--- config.mk ---
export PLATFORM = sky130hd
export DESIGN_NAME = motion_fault_classifier
export DESIGN_NICKNAME = d
export VERILOG_FILES = /design/src/mfc_pkg.sv /design/src/motion_fault_classifier.sv /design/src/mfc_front.sv /design/src/mfc_queue.sv /design/src/mfc_back.sv
export SDC_FILE = /design/constraint.sdc
export NUM_CORES = 1
export LEC_CHECK = 0
export ABC_AREA = 1
export BUFFER_PORTS_ARGS = -buffer_cell sky130_fd_sc_hd__buf_4
export CAP_MARGIN = 20
export CORE_MARGIN = 2
export CORE_UTILIZATION = 45
export DETAILED_ROUTE_END_ITERATION = 16
export GPL_ROUTABILITY_DRIVEN = 0
export SYNTH_ARGS = -nofsm -noshare
export SYNTH_HDL_FRONTEND = slang
export SYNTH_HIERARCHICAL = 1
export SYNTH_SLANG_ARGS = --single-unit
--- constraint.sdc ---
create_clock -name clk -period 4.6 [get_ports clk]
set_input_delay 0.46 -clock clk [delete_from_list [all_inputs] [get_ports clk]]
set_output_delay 0.46 -clock clk [all_outputs]
set_load 0.03 [all_outputs]
--- src/mfc_pkg.sv ---
// Shared types, constants and helpers of the motion fault classifier.
package mfc_pkg;

  // Field widths.
  localparam int TIME_W     = 32;
  localparam int SPEED_W    = 16;
  localparam int THRESH_W   = 15;
  localparam int DWELL_W    = 20;
  localparam int CFG_IDX_W  = 3;
  localparam int CFG_DATA_W = 20;

  // Register indexes on the configuration port.
  localparam logic [CFG_IDX_W-1:0] REG_COMMAND_MIN_SPEED = 3'd0;
  localparam logic [CFG_IDX_W-1:0] REG_MOVING_SPEED      = 3'd1;
  localparam logic [CFG_IDX_W-1:0] REG_STATIONARY_SPEED  = 3'd2;
  localparam logic [CFG_IDX_W-1:0] REG_FAULT_DWELL       = 3'd3;
  localparam logic [CFG_IDX_W-1:0] REG_RECOVERY_DWELL    = 3'd4;

  // Register values after reset.
  localparam logic [THRESH_W-1:0] RST_COMMAND_MIN_SPEED = 15'd100;
  localparam logic [THRESH_W-1:0] RST_MOVING_SPEED      = 15'd50;
  localparam logic [THRESH_W-1:0] RST_STATIONARY_SPEED  = 15'd10;
  localparam logic [DWELL_W-1:0]  RST_FAULT_DWELL       = 20'd500;
  localparam logic [DWELL_W-1:0]  RST_RECOVERY_DWELL    = 20'd1000;

  // Queue between the classifier and the fault tracker.
  localparam int QUEUE_DEPTH = 4;
  localparam int QUEUE_PTR_W = $clog2(QUEUE_DEPTH);
  localparam int QUEUE_CNT_W = $clog2(QUEUE_DEPTH + 1);

  // Result queue at the output.
  localparam int OUT_DEPTH = 2;
  localparam int OUT_PTR_W = $clog2(OUT_DEPTH);
  localparam int OUT_CNT_W = $clog2(OUT_DEPTH + 1);

  typedef enum logic [1:0] {
    FAULT_NONE    = 2'd0,
    FAULT_SLIP    = 2'd1,
    FAULT_STALL   = 2'd2,
    FAULT_ENCODER = 2'd3
  } fault_t;

  // Speed thresholds used by the classifier.
  typedef struct packed {
    logic [THRESH_W-1:0] command_min_speed;
    logic [THRESH_W-1:0] moving_speed;
    logic [THRESH_W-1:0] stationary_speed;
  } thresh_t;

  // Dwell times used by the fault tracker.
  typedef struct packed {
    logic [DWELL_W-1:0] fault_dwell_ms;
    logic [DWELL_W-1:0] recovery_dwell_ms;
  } dwell_t;

  // One classified sample.
  typedef struct packed {
    logic [TIME_W-1:0] time_ms;
    fault_t            obs;
  } obs_word_t;

  // Magnitude of a two's complement speed; the most negative value gives 32768.
  function automatic logic [SPEED_W-1:0] speed_mag(input logic [SPEED_W-1:0] v);
    logic [SPEED_W-1:0] neg;
    neg = ~v + {{(SPEED_W-1){1'b0}}, 1'b1};
    return v[SPEED_W-1] ? neg : v;
  endfunction

endpackage

--- src/motion_fault_classifier.sv ---
// Top level of the motion fault classifier: registers and the three parts.
//
//   Channel   Handshake             Payload
//   in_       in_push / in_full     time, three speeds, three valid flags
//   out_      out_pop / out_empty   active fault code
//   cfg_      cfg_valid / cfg_ready register index and data
//
// One word is taken per cycle while in_full is low. A result reaches the
// output ports through the front holding register, the middle queue and the
// result queue. Reset empties both queues, clears the timers and loads the
// register defaults. A stalled output fills the result queue, then the middle
// queue, then the holding register, and only then raises in_full.
module motion_fault_classifier
  import mfc_pkg::*;
(
  input  logic                      clk,
  input  logic                      rst_n,
  input  logic                      in_push,
  output logic                      in_full,
  input  logic [TIME_W-1:0]         in_time_ms,
  input  logic signed [SPEED_W-1:0] in_command_speed,
  input  logic signed [SPEED_W-1:0] in_wheel_speed,
  input  logic signed [SPEED_W-1:0] in_visual_speed,
  input  logic                      in_command_ok,
  input  logic                      in_wheel_ok,
  input  logic                      in_visual_ok,
  input  logic                      out_pop,
  output logic                      out_empty,
  output logic [1:0]                out_active_fault,
  input  logic                      cfg_valid,
  output logic                      cfg_ready,
  input  logic [CFG_IDX_W-1:0]      cfg_index,
  input  logic [CFG_DATA_W-1:0]     cfg_data
);

  thresh_t   thr_r;
  dwell_t    dw_r;
  logic      cfg_write;
  logic      f_valid, q_ready, q_valid, q_pop;
  obs_word_t f_word, q_word;

  // Configuration registers; writes to unknown indexes are dropped.
  assign cfg_ready = 1'b1;
  assign cfg_write = cfg_valid && cfg_ready;

  always_ff @(posedge clk) begin
    if (!rst_n) begin
      thr_r.command_min_speed <= RST_COMMAND_MIN_SPEED;
      thr_r.moving_speed      <= RST_MOVING_SPEED;
      thr_r.stationary_speed  <= RST_STATIONARY_SPEED;
      dw_r.fault_dwell_ms     <= RST_FAULT_DWELL;
      dw_r.recovery_dwell_ms  <= RST_RECOVERY_DWELL;
    end else if (cfg_write) begin
      case (cfg_index)
        REG_COMMAND_MIN_SPEED: thr_r.command_min_speed <= cfg_data[THRESH_W-1:0];
        REG_MOVING_SPEED:      thr_r.moving_speed      <= cfg_data[THRESH_W-1:0];
        REG_STATIONARY_SPEED:  thr_r.stationary_speed  <= cfg_data[THRESH_W-1:0];
        REG_FAULT_DWELL:       dw_r.fault_dwell_ms     <= cfg_data[DWELL_W-1:0];
        REG_RECOVERY_DWELL:    dw_r.recovery_dwell_ms  <= cfg_data[DWELL_W-1:0];
        default: ;
      endcase
    end
  end

  mfc_front u_front (
    .clk              (clk),
    .rst_n            (rst_n),
    .thr              (thr_r),
    .in_push          (in_push),
    .in_full          (in_full),
    .in_time_ms       (in_time_ms),
    .in_command_speed (in_command_speed),
    .in_wheel_speed   (in_wheel_speed),
    .in_visual_speed  (in_visual_speed),
    .in_command_ok    (in_command_ok),
    .in_wheel_ok      (in_wheel_ok),
    .in_visual_ok     (in_visual_ok),
    .word_valid       (f_valid),
    .word             (f_word),
    .word_ready       (q_ready)
  );

  mfc_queue u_queue (
    .clk        (clk),
    .rst_n      (rst_n),
    .push       (f_valid),
    .push_word  (f_word),
    .push_ready (q_ready),
    .pop        (q_pop),
    .pop_valid  (q_valid),
    .pop_word   (q_word)
  );

  mfc_back u_back (
    .clk              (clk),
    .rst_n            (rst_n),
    .dw               (dw_r),
    .word_valid       (q_valid),
    .word             (q_word),
    .word_pop         (q_pop),
    .out_pop          (out_pop),
    .out_empty        (out_empty),
    .out_active_fault (out_active_fault)
  );

endmodule

--- src/mfc_front.sv ---
// Front end: takes a sample, classifies it and holds the word for the queue.
module mfc_front
  import mfc_pkg::*;
(
  input  logic                      clk,
  input  logic                      rst_n,
  input  thresh_t                   thr,
  input  logic                      in_push,
  output logic                      in_full,
  input  logic [TIME_W-1:0]         in_time_ms,
  input  logic signed [SPEED_W-1:0] in_command_speed,
  input  logic signed [SPEED_W-1:0] in_wheel_speed,
  input  logic signed [SPEED_W-1:0] in_visual_speed,
  input  logic                      in_command_ok,
  input  logic                      in_wheel_ok,
  input  logic                      in_visual_ok,
  output logic                      word_valid,
  output obs_word_t                 word,
  input  logic                      word_ready
);

  logic               valid_r, valid_nxt;
  obs_word_t          word_r;
  fault_t             obs;
  logic               accept;
  logic [SPEED_W-1:0] cmd_mag, wh_mag, vis_mag;
  logic [SPEED_W-1:0] min_ext, mov_ext, still_ext;
  logic               wh_moving, vis_moving, wh_still, vis_still;

  // Classify the incoming sample on its own.
  always_comb begin
    cmd_mag    = speed_mag(in_command_speed);
    wh_mag     = speed_mag(in_wheel_speed);
    vis_mag    = speed_mag(in_visual_speed);
    min_ext    = {1'b0, thr.command_min_speed};
    mov_ext    = {1'b0, thr.moving_speed};
    still_ext  = {1'b0, thr.stationary_speed};
    wh_moving  = wh_mag >= mov_ext;
    vis_moving = vis_mag >= mov_ext;
    wh_still   = wh_mag <= still_ext;
    vis_still  = vis_mag <= still_ext;
    obs        = FAULT_NONE;
    if (in_command_ok && in_wheel_ok && in_visual_ok && cmd_mag >= min_ext) begin
      if (wh_moving && vis_still) begin
        obs = FAULT_SLIP;
      end else if (wh_still && vis_still) begin
        obs = FAULT_STALL;
      end else if (wh_still && vis_moving) begin
        obs = FAULT_ENCODER;
      end
    end
  end

  // The holding register takes a new word whenever it is empty or draining.
  assign in_full   = valid_r && !word_ready;
  assign accept    = in_push && !in_full;
  assign valid_nxt = accept || (valid_r && !word_ready);

  always_ff @(posedge clk) begin
    if (!rst_n) begin
      valid_r <= 1'b0;
    end else begin
      valid_r <= valid_nxt;
    end
  end

  always_ff @(posedge clk) begin
    if (accept) begin
      word_r.time_ms <= in_time_ms;
      word_r.obs     <= obs;
    end
  end

  assign word_valid = valid_r;
  assign word       = word_r;

endmodule

--- src/mfc_queue.sv ---
// Short queue of classified words between the front end and the tracker.
module mfc_queue
  import mfc_pkg::*;
(
  input  logic      clk,
  input  logic      rst_n,
  input  logic      push,
  input  obs_word_t push_word,
  output logic      push_ready,
  input  logic      pop,
  output logic      pop_valid,
  output obs_word_t pop_word
);

  obs_word_t              mem_r [QUEUE_DEPTH];
  logic [QUEUE_PTR_W-1:0] wr_ptr_r, wr_ptr_nxt;
  logic [QUEUE_PTR_W-1:0] rd_ptr_r, rd_ptr_nxt;
  logic [QUEUE_CNT_W-1:0] cnt_r, cnt_nxt;
  logic                   do_push, do_pop;

  assign push_ready = cnt_r != QUEUE_CNT_W'(QUEUE_DEPTH);
  assign pop_valid  = cnt_r != '0;
  assign pop_word   = mem_r[rd_ptr_r];
  assign do_push    = push && push_ready;
  assign do_pop     = pop && pop_valid;

  // Pointer and fill count update.
  always_comb begin
    wr_ptr_nxt = do_push ? wr_ptr_r + 1'b1 : wr_ptr_r;
    rd_ptr_nxt = do_pop ? rd_ptr_r + 1'b1 : rd_ptr_r;
    cnt_nxt    = cnt_r;
    if (do_push && !do_pop) begin
      cnt_nxt = cnt_r + 1'b1;
    end else if (do_pop && !do_push) begin
      cnt_nxt = cnt_r - 1'b1;
    end
  end

  always_ff @(posedge clk) begin
    if (!rst_n) begin
      wr_ptr_r <= '0;
      rd_ptr_r <= '0;
      cnt_r    <= '0;
    end else begin
      wr_ptr_r <= wr_ptr_nxt;
      rd_ptr_r <= rd_ptr_nxt;
      cnt_r    <= cnt_nxt;
    end
  end

  always_ff @(posedge clk) begin
    if (do_push) begin
      mem_r[wr_ptr_r] <= push_word;
    end
  end

endmodule

--- src/mfc_back.sv ---
// Back end: fault and recovery timers, and the result queue.
module mfc_back
  import mfc_pkg::*;
(
  input  logic       clk,
  input  logic       rst_n,
  input  dwell_t     dw,
  input  logic       word_valid,
  input  obs_word_t  word,
  output logic       word_pop,
  input  logic       out_pop,
  output logic       out_empty,
  output logic [1:0] out_active_fault
);

  fault_t                fault_now_r, fault_now_nxt;
  fault_t                pend_fault_r, pend_fault_nxt;
  logic                  pend_armed_r, pend_armed_nxt;
  logic [TIME_W-1:0]     pend_start_r, pend_start_nxt;
  logic                  clr_armed_r, clr_armed_nxt;
  logic [TIME_W-1:0]     clr_start_r, clr_start_nxt;

  fault_t                res_r [OUT_DEPTH];
  logic [OUT_PTR_W-1:0]  res_wr_r, res_rd_r;
  logic [OUT_CNT_W-1:0]  res_cnt_r, res_cnt_nxt;
  logic                  res_take, room;

  logic [TIME_W-1:0]     t;
  fault_t                obs;
  logic                  pend_early, clr_early;
  logic                  pend_done, clr_done;
  logic [TIME_W-1:0]     pend_elapsed, clr_elapsed;

  // Result queue handshake; a pop in the same cycle frees a slot.
  assign out_empty        = res_cnt_r == '0;
  assign res_take         = out_pop && !out_empty;
  assign room             = (res_cnt_r != OUT_CNT_W'(OUT_DEPTH)) || res_take;
  assign word_pop         = word_valid && room;
  assign out_active_fault = res_r[res_rd_r];

  // Timer comparisons against the current sample time.
  always_comb begin
    t            = word.time_ms;
    obs          = word.obs;
    pend_early   = t < pend_start_r;
    clr_early    = t < clr_start_r;
    pend_elapsed = t - pend_start_r;
    clr_elapsed  = t - clr_start_r;
    pend_done    = pend_elapsed >= {{(TIME_W-DWELL_W){1'b0}}, dw.fault_dwell_ms};
    clr_done     = clr_elapsed >= {{(TIME_W-DWELL_W){1'b0}}, dw.recovery_dwell_ms};
  end

  // State update for one word.
  always_comb begin
    fault_now_nxt  = fault_now_r;
    pend_fault_nxt = pend_fault_r;
    pend_armed_nxt = pend_armed_r;
    pend_start_nxt = pend_start_r;
    clr_armed_nxt  = clr_armed_r;
    clr_start_nxt  = clr_start_r;
    if (fault_now_r == FAULT_NONE || (obs != fault_now_r && obs != FAULT_NONE)) begin
      clr_armed_nxt = 1'b0;
      if (obs == FAULT_NONE) begin
        pend_armed_nxt = 1'b0;
      end else if (!pend_armed_r || pend_fault_r != obs || pend_early) begin
        // New or changed candidate, or time went backwards: restart the timer.
        pend_fault_nxt = obs;
        pend_start_nxt = t;
        pend_armed_nxt = 1'b1;
      end else if (pend_done) begin
        fault_now_nxt  = obs;
        pend_armed_nxt = 1'b0;
      end
    end else if (obs == fault_now_r) begin
      clr_armed_nxt  = 1'b0;
      pend_armed_nxt = 1'b0;
    end else begin
      // Active fault, nothing observed: run the recovery timer.
      pend_armed_nxt = 1'b0;
      if (!clr_armed_r || clr_early) begin
        clr_start_nxt = t;
        clr_armed_nxt = 1'b1;
      end else if (clr_done) begin
        fault_now_nxt = FAULT_NONE;
        clr_armed_nxt = 1'b0;
      end
    end
  end

  always_comb begin
    res_cnt_nxt = res_cnt_r;
    if (word_pop && !res_take) begin
      res_cnt_nxt = res_cnt_r + 1'b1;
    end else if (res_take && !word_pop) begin
      res_cnt_nxt = res_cnt_r - 1'b1;
    end
  end

  // Control state.
  always_ff @(posedge clk) begin
    if (!rst_n) begin
      fault_now_r  <= FAULT_NONE;
      pend_fault_r <= FAULT_NONE;
      pend_armed_r <= 1'b0;
      pend_start_r <= '0;
      clr_armed_r  <= 1'b0;
      clr_start_r  <= '0;
      res_wr_r     <= '0;
      res_rd_r     <= '0;
      res_cnt_r    <= '0;
    end else begin
      if (word_pop) begin
        fault_now_r  <= fault_now_nxt;
        pend_fault_r <= pend_fault_nxt;
        pend_armed_r <= pend_armed_nxt;
        pend_start_r <= pend_start_nxt;
        clr_armed_r  <= clr_armed_nxt;
        clr_start_r  <= clr_start_nxt;
        res_wr_r     <= res_wr_r + 1'b1;
      end
      if (res_take) begin
        res_rd_r <= res_rd_r + 1'b1;
      end
      res_cnt_r <= res_cnt_nxt;
    end
  end

  // Result storage.
  always_ff @(posedge clk) begin
    if (word_pop) begin
      res_r[res_wr_r] <= fault_now_nxt;
    end
  end

endmodule

### Word level (Yosys, flattened, before mapping)

Memory sizes are Yosys's and may differ from the RTL's. A register that Yosys moved wholly into a read port is not among the register bits.
Index checks and enable logic that the tools add are counted.

| word-level totals | value |
|---|---|
| memory bits (writable) | 140 |
| memories | 2 |
| output and inout bits | 5 |
| word-level logic and storage cells | 146 |
| bits in registers | 201 |
| input bits | 111 |

| cells by class | value |
|---|---|
| mux-type cells | 33 |
| reduce and logical (&&, ||, !) cells | 51 |
| $lt $le $gt $ge | 9 |
| add/sub/neg operators | 13 |
| eq/ne operators | 10 |
| bitwise operators | 7 |

Memory list:

| memory | words | bits a word | read ports | clocked after memory_dff | write ports | line | RTL |
|---|---|---|---|---|---|---|---|
| u_queue.mem_r | 4 | 34 | 1 | 1 | 1 | mfc_queue.sv:15 | `obs_word_t mem_r [QUEUE_DEPTH];` |
| u_back.res_r | 2 | 2 | 1 | 1 | 1 | mfc_back.sv:23 | `fault_t res_r [OUT_DEPTH];` |

Operators by type and width:

| operator | number |
|---|---|
| $ge A32 B20 Y1 | 2 |
| $lt A32 B32 Y1 | 2 |
| $sub A32 B32 Y32 | 2 |
| $add A16 B1 Y16 const B | 3 |
| $ge A16 B15 Y1 | 3 |
| $mux W16 | 3 |
| $not A16 Y16 | 3 |
| $le A16 B15 Y1 | 2 |
| $mux W2 | 13 |
| $logic_and A1 B1 Y1 | 17 |
| $mux W1 | 15 |
| $reduce_and A2 Y1 | 7 |
| $logic_not A1 Y1 | 9 |
| $reduce_and A4 Y1 | 2 |
| $add A2 B1 Y2 const B | 3 |
| $eq A3 B2 Y1 const B | 2 |
| $logic_not A2 Y1 | 3 |
| $logic_or A1 B1 Y1 | 6 |
| $mux W3 | 2 |
| $reduce_bool A2 Y1 | 3 |
| $ne A2 B2 Y1 | 2 |
| $ne A4 B3 Y1 const B | 1 |
| $not A1 Y1 | 4 |
| $reduce_bool A4 Y1 | 1 |
| 12 further kinds | 13 |

### Depth between registers and ports, before layout

Gate-level depths: netlist of run 1.

| logic depth | value |
|---|---|
| depth in word-level cells | 9 |
| gate-level depth with buffers | 37 |
| depth with buffers taken out | 34 |

### Hierarchy

The synthesis of run 1 kept the hierarchy.

By module, submodules not included:

| module | area an instance (um^2) | cells an instance | times used | seq. area each (um^2) |
|---|---|---|---|---|
| mfc_back | 8344.3 | 1373 | 1 | 1621.6 |
| mfc_queue | 5730.5 | 397 | 1 | 4264.1 |
| mfc_front | 4051.4 | 528 | 1 | 1041.0 |
| motion_fault_classifier | 3375.7 | 480 | 1 | 1701.6 |

### Least setup slack after synthesis of run 1

OpenSTA, ideal clock, no wires.

| path | value |
|---|---|
| kind | register to register |
| from | register (tool-made name) |
| to | memory u_back/res_r[0][1] (netlist name) (data pin) |
| data required time | 4.342 ns |
| data arrival time | 3.348 ns |
| buffers on the path | 3 |
| library setup time | 0.258 ns |
| cell stages (with the launch flop) | 29 |
| path slack | 0.994 ns |
| period minus slack after synthesis | 3.606 ns |
| cells stage by stage | dfxtp_1 > buf_6 > buf_6 > buf_4 > nor2_1 > o22ai_2 > ha_1 > nand2_1 > inv_1 > a21oi_1 > nand2_1 > nand2_1 > nand2_1 > a31oi_1 > xor2_1 > inv_1 > ha_1 > a21oi_1 > nor2_1 > a211oi_1 > nand3_1 > nor2_1 > nand2_1 > nor2_1 > nand2_1 > nand3_1 > nand2_1 > nand2_1 > nand2_1 |

RTL lines:

| item | line |
|---|---|
| end: declaration | mfc_back.sv:23 |

==> impl_results.md, run 1 <==
- Number of fillers in the final layout: 4500
- Overall power consumption: 15.0 mW
- Number of buffers added on ports: 114
- Max Freq: 238 MHz
- TritonCTS Sinks: 344
- Clock-pin slew on the worst setup and hold paths: 0.06 ns
- Post-DR wirelength/cell: 15.5 µm
- Startpoint Class: flop
- Final design area excluding fillers: 24500 µm²
- Total nets after synthesis: 3080
- Synthesis-stage register bit count: 344
- Post-layout worst setup margin: 0.390 ns
- Clock latency at the later pin of the worst-skew pair: 0.58 ns
- Worst-margin pin slew: 1.09 ns
- Die area: 49500 µm²
- Number of warnings issued by yosys: 6
- Pin count of the biggest net entering global routing: 112
- Setup repair after global routing missed its margin: false
- Number of core rows: 80
- Vias/cell: 5.12
- Endpoints failing setup: 0
- Cells after Synth: 2778
- Post-synthesis async set-or-reset flop share: 0%
- DRC violations left: 0
- VDD IR max: 0.327 mV
- Root Buffer: sky130_fd_sc_hd__clkbuf_16
- Maximum fanout count along the critical path: 18
- Worst max-slew margin expressed relative to the limit: 27.5%
- Hold Crit Class: input pin to flop
- Max-cap check violation count: 0
- Most used DFF post-synth: sky130_fd_sc_hd__edfxtp_1
- Post-synth EDFFs: 174
- Fraction of the yosys area taken by sequential cells: 40.1%
- Max stage delay cell, worst path: sky130_fd_sc_hd__dfxtp_4
- Largest stage delay on the critical path: 0.44 ns
- Number of placed I/O pins: 116
- Post-placement worst setup slack: 0.237 ns
- GR Overflow Total: 0
- Number of hold-repair buffers added at the cts stage: 0
- Count of endpoints failing hold in the final timing report: 0
- Critical path's most frequent cell: sky130_fd_sc_hd__nand2_1
- Die outline height: 223 µm
- Crit path DAT: 4.73 ns
- Static leakage power: 10.9 nW
- WP data required: 5.12 ns
- Core area: 47400 µm²
- Hpwl dp: 42200 µm
- Sum of negative setup slack: 0 ns
- Number of buffers on the longest clock path: 3
- Via count of the first global-routing pass: 17252
- CTS tree: done
- Share of final-layout standard cells stronger than drive strength 1: 11.4%
- Antenna-violating nets left: 0
- Layout Nets: 3207
- Number of buffers created by CTS: 38
- Status: complete, no violations
- Kind of end point of the critical path: flop
- Total via count in the routed design: 18177
- Level count of the clock H-tree: 2
- Total Wirelength: 55100 µm
- Class of the most critical setup path: flop to flop
- Number of antenna violations at the first check in global routing: 0
- Layout area overhead: 13.9%
- Syn Std Cell Area: 21500 µm²
- Final period demand of the worst path: 4.21 ns
- Post-route fraction of the period consumed by the critical path: 91.5%
- Wire length of the first global-routing pass: 88700 µm
- Initial cell density of the core: 45.3%
- Final slew viol count: 0
- GRT Resource Usage Total: 22.2%
- Placed standard-cell area: 23000 µm²
- Drt first-iter violations: 1070
- Worst clock skew: 0.0180 ns
- Antenna diode count: 0
- Utilization of the core after routing: 51.6%
- Library cells used by synthesis: 54
- X dimension of the die: 223 µm
- Router iterations before antenna repair: 5
- Pwr/cell area: 610 nW/µm²
- Average instance area after synthesis: 7.74 µm²
==> registers in the layout, indices dropped and copies added, names as in the netlist, named ones only <==
signal	count
u_back/res_rd_r	1
u_back/pend_start_r	32
thr_r	45
u_queue/mem_r	136
u_back/pend_fault_r	2
u_back/res_r	4
u_front/word	34
u_back/clr_armed_r	1
u_back/res_cnt_r	2
u_back/pend_armed_r	1
dw_r	40
u_queue/cnt_r	3
u_back/fault_now_r	2
u_queue/rd_ptr_r	2
u_front/word_valid	1
u_back/res_wr_r	1
u_back/clr_start_r	32
u_queue/wr_ptr_r	2
==> timing repair <==
action	4_1_cts	5_1_grt
gates resized for setup	0	18
buffers inserted	0	3
setup endpoints to repair	0	8
==> where the power goes <==
group,internal (mW),switching (mW)
Clock,1.97,1.28
Sequential,3.62,0.149
Combinational,2.86,5.08
==> critical path: cells and delay by family (launching register included) <==
kind | cells | cell delay (ns)
AO/OA/AOI/OAI | 6 | 1.36
XOR/XNOR | 1 | 0.24
adder cells (fa/ha/maj) | 2 | 0.57
buffers and inverters | 3 | 0.49
flip-flops | 1 | 0.44
AND/OR/NAND/NOR | 13 | 1.08
==> worst paths after layout <==
path / start / to / slack (ns) / cells past startpoint
worst min-delay path: in_time_ms[18] / u_front/word[20] / 0.06 / 1
worst max-delay path: flop / u_back/fault_now_r[1] / 0.39 / 25
worst min register to register: u_back/res_rd_r / flop / 0.45 / 1
worst max register to register: flop / u_back/fault_now_r[1] / 0.39 / 25
==> cell type report <==
type                            count  area (µm²)  area share [%]
Clock buffer                       58        1110            4.51
Clock inverter                     12         262            1.07
Inverter                          408        1540            6.30
Multi-Input combinational cell   1954       10900            44.7
Sequential cell                   344        8630            35.2
Tap cell                          615         769            3.14
Timing Repair Buffer              158        1230            5.04
Timing Repair inverter              1        8.76          0.0357
==> Yosys cell counts (14+ instances only) <==
cell,number,area share [%]
sky130_fd_sc_hd__o21ai_0,166,3.9
sky130_fd_sc_hd__nand3_1,160,3.7
sky130_fd_sc_hd__nand3b_1,14,0.49
sky130_fd_sc_hd__xnor2_1,14,0.57
sky130_fd_sc_hd__o22ai_2,20,1.2
sky130_fd_sc_hd__nand2_2,20,0.58
sky130_fd_sc_hd__nor2_2,36,1.0
sky130_fd_sc_hd__dfxtp_1,170,16
sky130_fd_sc_hd__nand4_1,15,0.44
sky130_fd_sc_hd__nor3_1,22,0.51
sky130_fd_sc_hd__o22ai_1,15,0.44
sky130_fd_sc_hd__edfxtp_1,174,24
sky130_fd_sc_hd__inv_1,400,7.0
sky130_fd_sc_hd__a21oi_1,192,4.5
sky130_fd_sc_hd__buf_2,37,0.86
sky130_fd_sc_hd__nand2_1,597,10
sky130_fd_sc_hd__xor2_1,63,2.6
sky130_fd_sc_hd__nor2_1,343,6.0
sky130_fd_sc_hd__ha_1,188,11
==> cells by family (layout without fill, tap and decap cells) <==
kind of cell / count (synthesis) / count (layout) / synth area share, %
buffers and inverters: 480 / 637 / 9.15
multiplexers: 2 / 2 / 0.105
flip-flops: 344 / 344 / 40.1
AND/OR/NAND/NOR: 1233 / 1233 / 24.4
other: 1 / 1 / 0.0174
AO/OA/AOI/OAI: 450 / 450 / 11.8
XOR/XNOR: 77 / 77 / 3.14
adder cells (fa/ha/maj): 191 / 191 / 11.2
==> per-stage QoR <==
step / std cells / hold slack [ns]
after global routing: 3550 / 0.0372
after floorplan: 2778 / 0.426
after CTS: 3545 / 0.0321
after detailed placement: 3475 / 0.446
after global placement: 3475 / 0.433
final: 3550 / 0.0560
==> placed cells by master, fill, tap and decap left out, types with 15 or more instances in the layout <==
| cell type | Yosys | layout |
|---|---|---|
| sky130_fd_sc_hd__nor2_2 | 36 | 40 |
| sky130_fd_sc_hd__nand2_2 | 20 | 20 |
| sky130_fd_sc_hd__inv_1 | 400 | 400 |
| sky130_fd_sc_hd__o22ai_1 | 15 | 15 |
| sky130_fd_sc_hd__nand3_1 | 160 | 160 |
| sky130_fd_sc_hd__nor2_1 | 343 | 338 |
| sky130_fd_sc_hd__xor2_1 | 63 | 63 |
| sky130_fd_sc_hd__nor3_1 | 22 | 22 |
| sky130_fd_sc_hd__o22ai_2 | 20 | 20 |
| sky130_fd_sc_hd__nand4_1 | 15 | 15 |
| sky130_fd_sc_hd__ha_1 | 188 | 187 |
| sky130_fd_sc_hd__edfxtp_1 | 174 | 174 |
| sky130_fd_sc_hd__clkbuf_16 | 0 | 38 |
| sky130_fd_sc_hd__nand2_1 | 597 | 597 |
| sky130_fd_sc_hd__dfxtp_1 | 170 | 169 |
| sky130_fd_sc_hd__buf_4 | 13 | 152 |
| sky130_fd_sc_hd__a21oi_1 | 192 | 192 |
| sky130_fd_sc_hd__o21ai_0 | 166 | 162 |
==> layer usage <==
| layer | track usage, % | wire length (µm) | up-vias |
|---|---|---|---|
| met5 | 0 | 0 | - |
| met4 | 7.17 | 1460 | 0 |
| li1 | - | - | 9308 |
| met3 | 2.35 | 2470 | 84 |
| met2 | 34.7 | 24200 | 373 |
| met1 | 32.1 | 26900 | 8412 |
Power figures use the tool's default switching activity.
==> run 2: changes to the inputs <==
--- a/config.mk
+++ b/config.mk
@@ -14,5 +14,4 @@
 export GPL_ROUTABILITY_DRIVEN = 0
 export SYNTH_ARGS = -nofsm -noshare
 export SYNTH_HDL_FRONTEND = slang
-export SYNTH_HIERARCHICAL = 1
 export SYNTH_SLANG_ARGS = --single-unit
==> run 2 against run 1 <==
- non-clock buffer count is 3 higher
- critical path type unchanged
- area after synthesis shrank 4.0%
- worst hold slack gained 0.012 ns
- register-to-register slack got worse by 0.07 ns
- largest cell class unchanged
==> impl_results.md, run 2 <==
- Status: complete, no violations
- Clock-pin slew on the worst setup and hold paths: 0.06 ns (about the same)
- R2R Setup Slk: 0.32 ns (-0.07 ns)
- Post-cts sizing count: 0 (unchanged)
- Crit path DAT: 4.58 ns (-0.15 ns)
- Worst max-slew margin expressed relative to the limit: 32.6% (+5.1 points)
- Depth of the worst hold-timing path: 1 (unchanged)
- Most used DFF post-synth: sky130_fd_sc_hd__edfxtp_1
- Number of buffers created by CTS: 39 (+2.6%)
- Multi-input gate area: 10200 µm² (-6.9%)
- Setup repair after global routing missed its margin: false
- Initial cell density of the core: 45.6% (+0.26 points)
- Global Route met3 Usage: 2.69% (+0.33 points)
- Max-cap check violation count: 0 (unchanged)
- Placed Instances: 3297 (-5.1%)
- Number of flip-flops in the largest register: 136 (unchanged)
- Met1 track utilization from global routing: 32.5% (+0.41 points)
- Endpoints failing setup: 0 (unchanged)
- Average instance area after synthesis: 7.92 µm² (+2.3%)
- Maximum fanout count along the critical path: 37 (+19)
- Worst clock skew: 0.0253 ns (+0.00737 ns)
- Layout area overhead: 14.9%
- Hpwl dp: 40800 µm (-3.2%)
- Commonest non-fill, non-tap cell in the layout: sky130_fd_sc_hd__nand2_1
- Area share of the largest cell type after synthesis: 25.3% (+1.0 points)
- Post-route fraction of the period consumed by the critical path: 93.1% (+1.6 points)
- Hold Crit Class: input pin to flop
- Placed standard-cell area: 22400 µm² (-2.6%)
- Total via count in the routed design: 17462 (-3.9%)
- Root Buffer: sky130_fd_sc_hd__clkbuf_16
- Final slew viol count: 0 (unchanged)
- Registers with the most flip-flops: u_queue.mem_r x136, thr_r x45, dw_r x40
- Level count of the clock H-tree: 2 (unchanged)
- Cell types with the largest area share after synthesis: sky130_fd_sc_hd__edfxtp_1 25%, sky130_fd_sc_hd__dfxtp_1 16%, sky130_fd_sc_hd__ha_1 12%
- Total Wirelength: 53300 µm (-3.2%)
- Number of buffers on the longest clock path: 3 (unchanged)
- Max Freq: 233 MHz (-1.7%)
- Top cells by instance count after synthesis: 583 x sky130_fd_sc_hd__nand2_1, 415 x sky130_fd_sc_hd__inv_1, 283 x sky130_fd_sc_hd__a21oi_1, 190 x sky130_fd_sc_hd__ha_1, 177 x sky130_fd_sc_hd__nor2_1
- Number of buffers inserted to repair setup after CTS: 0 (unchanged)
- Router iterations before antenna repair: 5 (unchanged)
- TritonCTS Sinks: 344 (unchanged)
- VDD IR max: 0.424 mV (+30%)
- Antenna diode count: 0 (unchanged)
- Number of buffers added on ports: 114 (unchanged)
- Die area: 47600 µm² (-3.9%)
- Number of hold-repair buffers added at the cts stage: 0 (unchanged)
- GR Overflow Total: 0 (unchanged)
- Number of warnings issued by yosys: 0 (-6)
- GRT Resource Usage Total: 22.4% (+0.19 points)
- Post-placement worst setup slack: 0.175 ns (-0.0618 ns)
- Endpoint, Worst Hold: u_front.word[11]
- Worst-margin pin slew: 1.01 ns (-0.0799 ns)
- Leading cell types in the layout, fill and taps excluded: 583 x sky130_fd_sc_hd__nand2_1, 414 x sky130_fd_sc_hd__inv_1, 283 x sky130_fd_sc_hd__a21oi_1, 190 x sky130_fd_sc_hd__ha_1, 174 x sky130_fd_sc_hd__edfxtp_1
- X dimension of the die: 218 µm (-2.0%)
- Number of antenna violations at the first check in global routing: 0 (unchanged)
- CTS tree: done
- Sum of negative setup slack: 0 ns (unchanged)
- Critical R2R Capture: u_back.res_r[0][1]
- Via count of the first global-routing pass: 16283 (-5.6%)
- Count of endpoints failing hold in the final timing report: 0 (unchanged)
- Clock latency at the later pin of the worst-skew pair: 0.57 ns (about the same)
- Most used standard cell by instance count after synthesis: sky130_fd_sc_hd__nand2_1
- Class of the most critical setup path: flop to flop
- Startpoint Class: flop
- Syn Std Cell Area: 20600 µm² (-4.0%)
- Synthesis-stage register bit count: 344 (unchanged)
- Static leakage power: 10.6 nW (-3.2%)
- Final design area excluding fillers: 23700 µm² (-3.2%)
- Global-route layer with the greatest usage: met2
- Wire length of the first global-routing pass: 84400 µm (-4.8%)
- Cells after Synth: 2606 (-6.2%)
- Overall power consumption: 17.7 mW (+18%)
- Final period demand of the worst path: 4.28 ns (+0.0745 ns)
- Share of final-layout standard cells stronger than drive strength 1: 9.54% (-1.9 points)
- Hold Startpoint: in_time_ms[9]
- Library cells used by synthesis: 54 (unchanged)
- Fin cells: 3368 (-5.1%)
- Yosys top cell by area: sky130_fd_sc_hd__edfxtp_1
- Pin count of the biggest net entering global routing: 69 (-38%)
- Post-DR wirelength/cell: 15.8 µm (+2.0%)
- Number of fillers in the final layout: 4247 (-5.6%)
- Number of core rows: 78 (-2.5%)
- Seq. cell area: 8630 µm² (about the same)
- Total nets after synthesis: 2910 (-5.5%)
- Post-synth EDFFs: 174 (unchanged)
- Top register by number of flip-flops: u_queue.mem_r
- Kind of end point of the critical path: flop
- Layout Nets: 3044 (-5.1%)
- Pwr/cell area: 747 nW/µm² (+22%)
- DRC violations left: 0 (unchanged)
- Vias/cell: 5.18 (+1.3%)
- Core area: 45300 µm² (-4.6%)
- Cells on worst reg2reg path: 24 (-4.0%)
- WP data required: 4.90 ns (-0.22 ns)
- Number of placed I/O pins: 116 (unchanged)
- Met2 routing resource usage after global routing: 35.4% (+0.72 points)
- Die outline height: 218 µm (-2.0%)
- Drt first-iter violations: 1161 (+8.5%)
- Antenna-violating nets left: 0 (unchanged)
- Fraction of the yosys area taken by sequential cells: 41.8% (+1.7 points)
- Post-synthesis async set-or-reset flop share: 0% (unchanged)
- Post-layout worst setup margin: 0.316 ns (-0.0745 ns)
## run 2: where the power goes
part	internal, mW	total, mW	switching [mW]
Sequential	3.62	3.80	0.181
Clock	1.71	2.97	1.27
Combinational	3.97	10.9	6.97
## run 2: cell families (layout without fill, tap and decap cells)
family	count (synthesis)	after routing	share of synthesized area (%)
AND/OR/NAND/NOR	915	915	18.1
multiplexers	2	2	0.109
adder cells (fa/ha/maj)	193	193	11.8
flip-flops	344	344	41.8
other	1	1	0.0182
AO/OA/AOI/OAI	583	583	15.8
XOR/XNOR	78	78	3.31
buffers and inverters	490	652	9.10
## run 2: layer usage
metal | wire (µm) | part of all wire, % | vias up
met5 | 0 | 0 | -
met4 | 1050 | 2.0 | 0
met2 | 23400 | 44 | 384
li1 | - | - | 8927
met1 | 26300 | 49 | 8078
met3 | 2580 | 4.8 | 73
## run 2: critical path: stages, from the launching register on
cell                       delay, ns
sky130_fd_sc_hd__dfxtp_2        0.36
sky130_fd_sc_hd__inv_2          0.07
sky130_fd_sc_hd__buf_12         0.19
sky130_fd_sc_hd__nand2_1        0.07
sky130_fd_sc_hd__a32oi_1        0.38
sky130_fd_sc_hd__ha_1           0.30
sky130_fd_sc_hd__nand2_1        0.12
sky130_fd_sc_hd__nor2_1         0.26
sky130_fd_sc_hd__nand3_1        0.18
sky130_fd_sc_hd__nand3b_1       0.20
sky130_fd_sc_hd__a31oi_1        0.12
sky130_fd_sc_hd__xnor2_1        0.21
sky130_fd_sc_hd__ha_1           0.29
sky130_fd_sc_hd__a21oi_1        0.18
sky130_fd_sc_hd__nor2_1         0.05
sky130_fd_sc_hd__a211oi_1       0.19
sky130_fd_sc_hd__nand2_1        0.09
sky130_fd_sc_hd__nor2_1         0.10
sky130_fd_sc_hd__nand3_1        0.07
sky130_fd_sc_hd__nor2_1         0.10
sky130_fd_sc_hd__nand2_1        0.14
sky130_fd_sc_hd__nand3_1        0.12
sky130_fd_sc_hd__nand2_1        0.06
sky130_fd_sc_hd__nand2_1        0.07
sky130_fd_sc_hd__nand2_1        0.07
## run 2: worst max path at each step
| stage | slack (ns) | to | cells past startpoint |
|---|---|---|---|
| after floorplan | 0.57 | u_back.res_r[0][1] | 28 |
| after global placement | 0.34 | u_back.res_r[0][1] | 27 |
| after detailed placement | 0.18 | u_back.res_r[1][1] | 27 |
| after CTS | 0.12 | u_back.res_r[0][1] | 27 |
| after global routing | 0.03 | u_back.res_r[0][1] | 27 |
| final | 0.32 | u_back.res_r[0][1] | 24 |
## run 2: per-stage QoR
step                hold WS [ns]  utilization, %
global placement           0.437            49.4
CTS                       0.0421            52.2
global route              0.0510            52.4
finish                    0.0675            52.4
detailed placement         0.444            49.5
floorplan                  0.426               -
## run 2: layout make-up
cell class | instances | share of cell area (%)
clock inverters | 19 | 0.633
well taps | 600 | 3.17
repair inverters | 1 | 0.0211
repair buffers | 161 | 5.59
flip-flops and latches | 344 | 36.4
inverters | 421 | 6.69
clock buffers | 50 | 4.50
multi-input cells | 1772 | 43.0
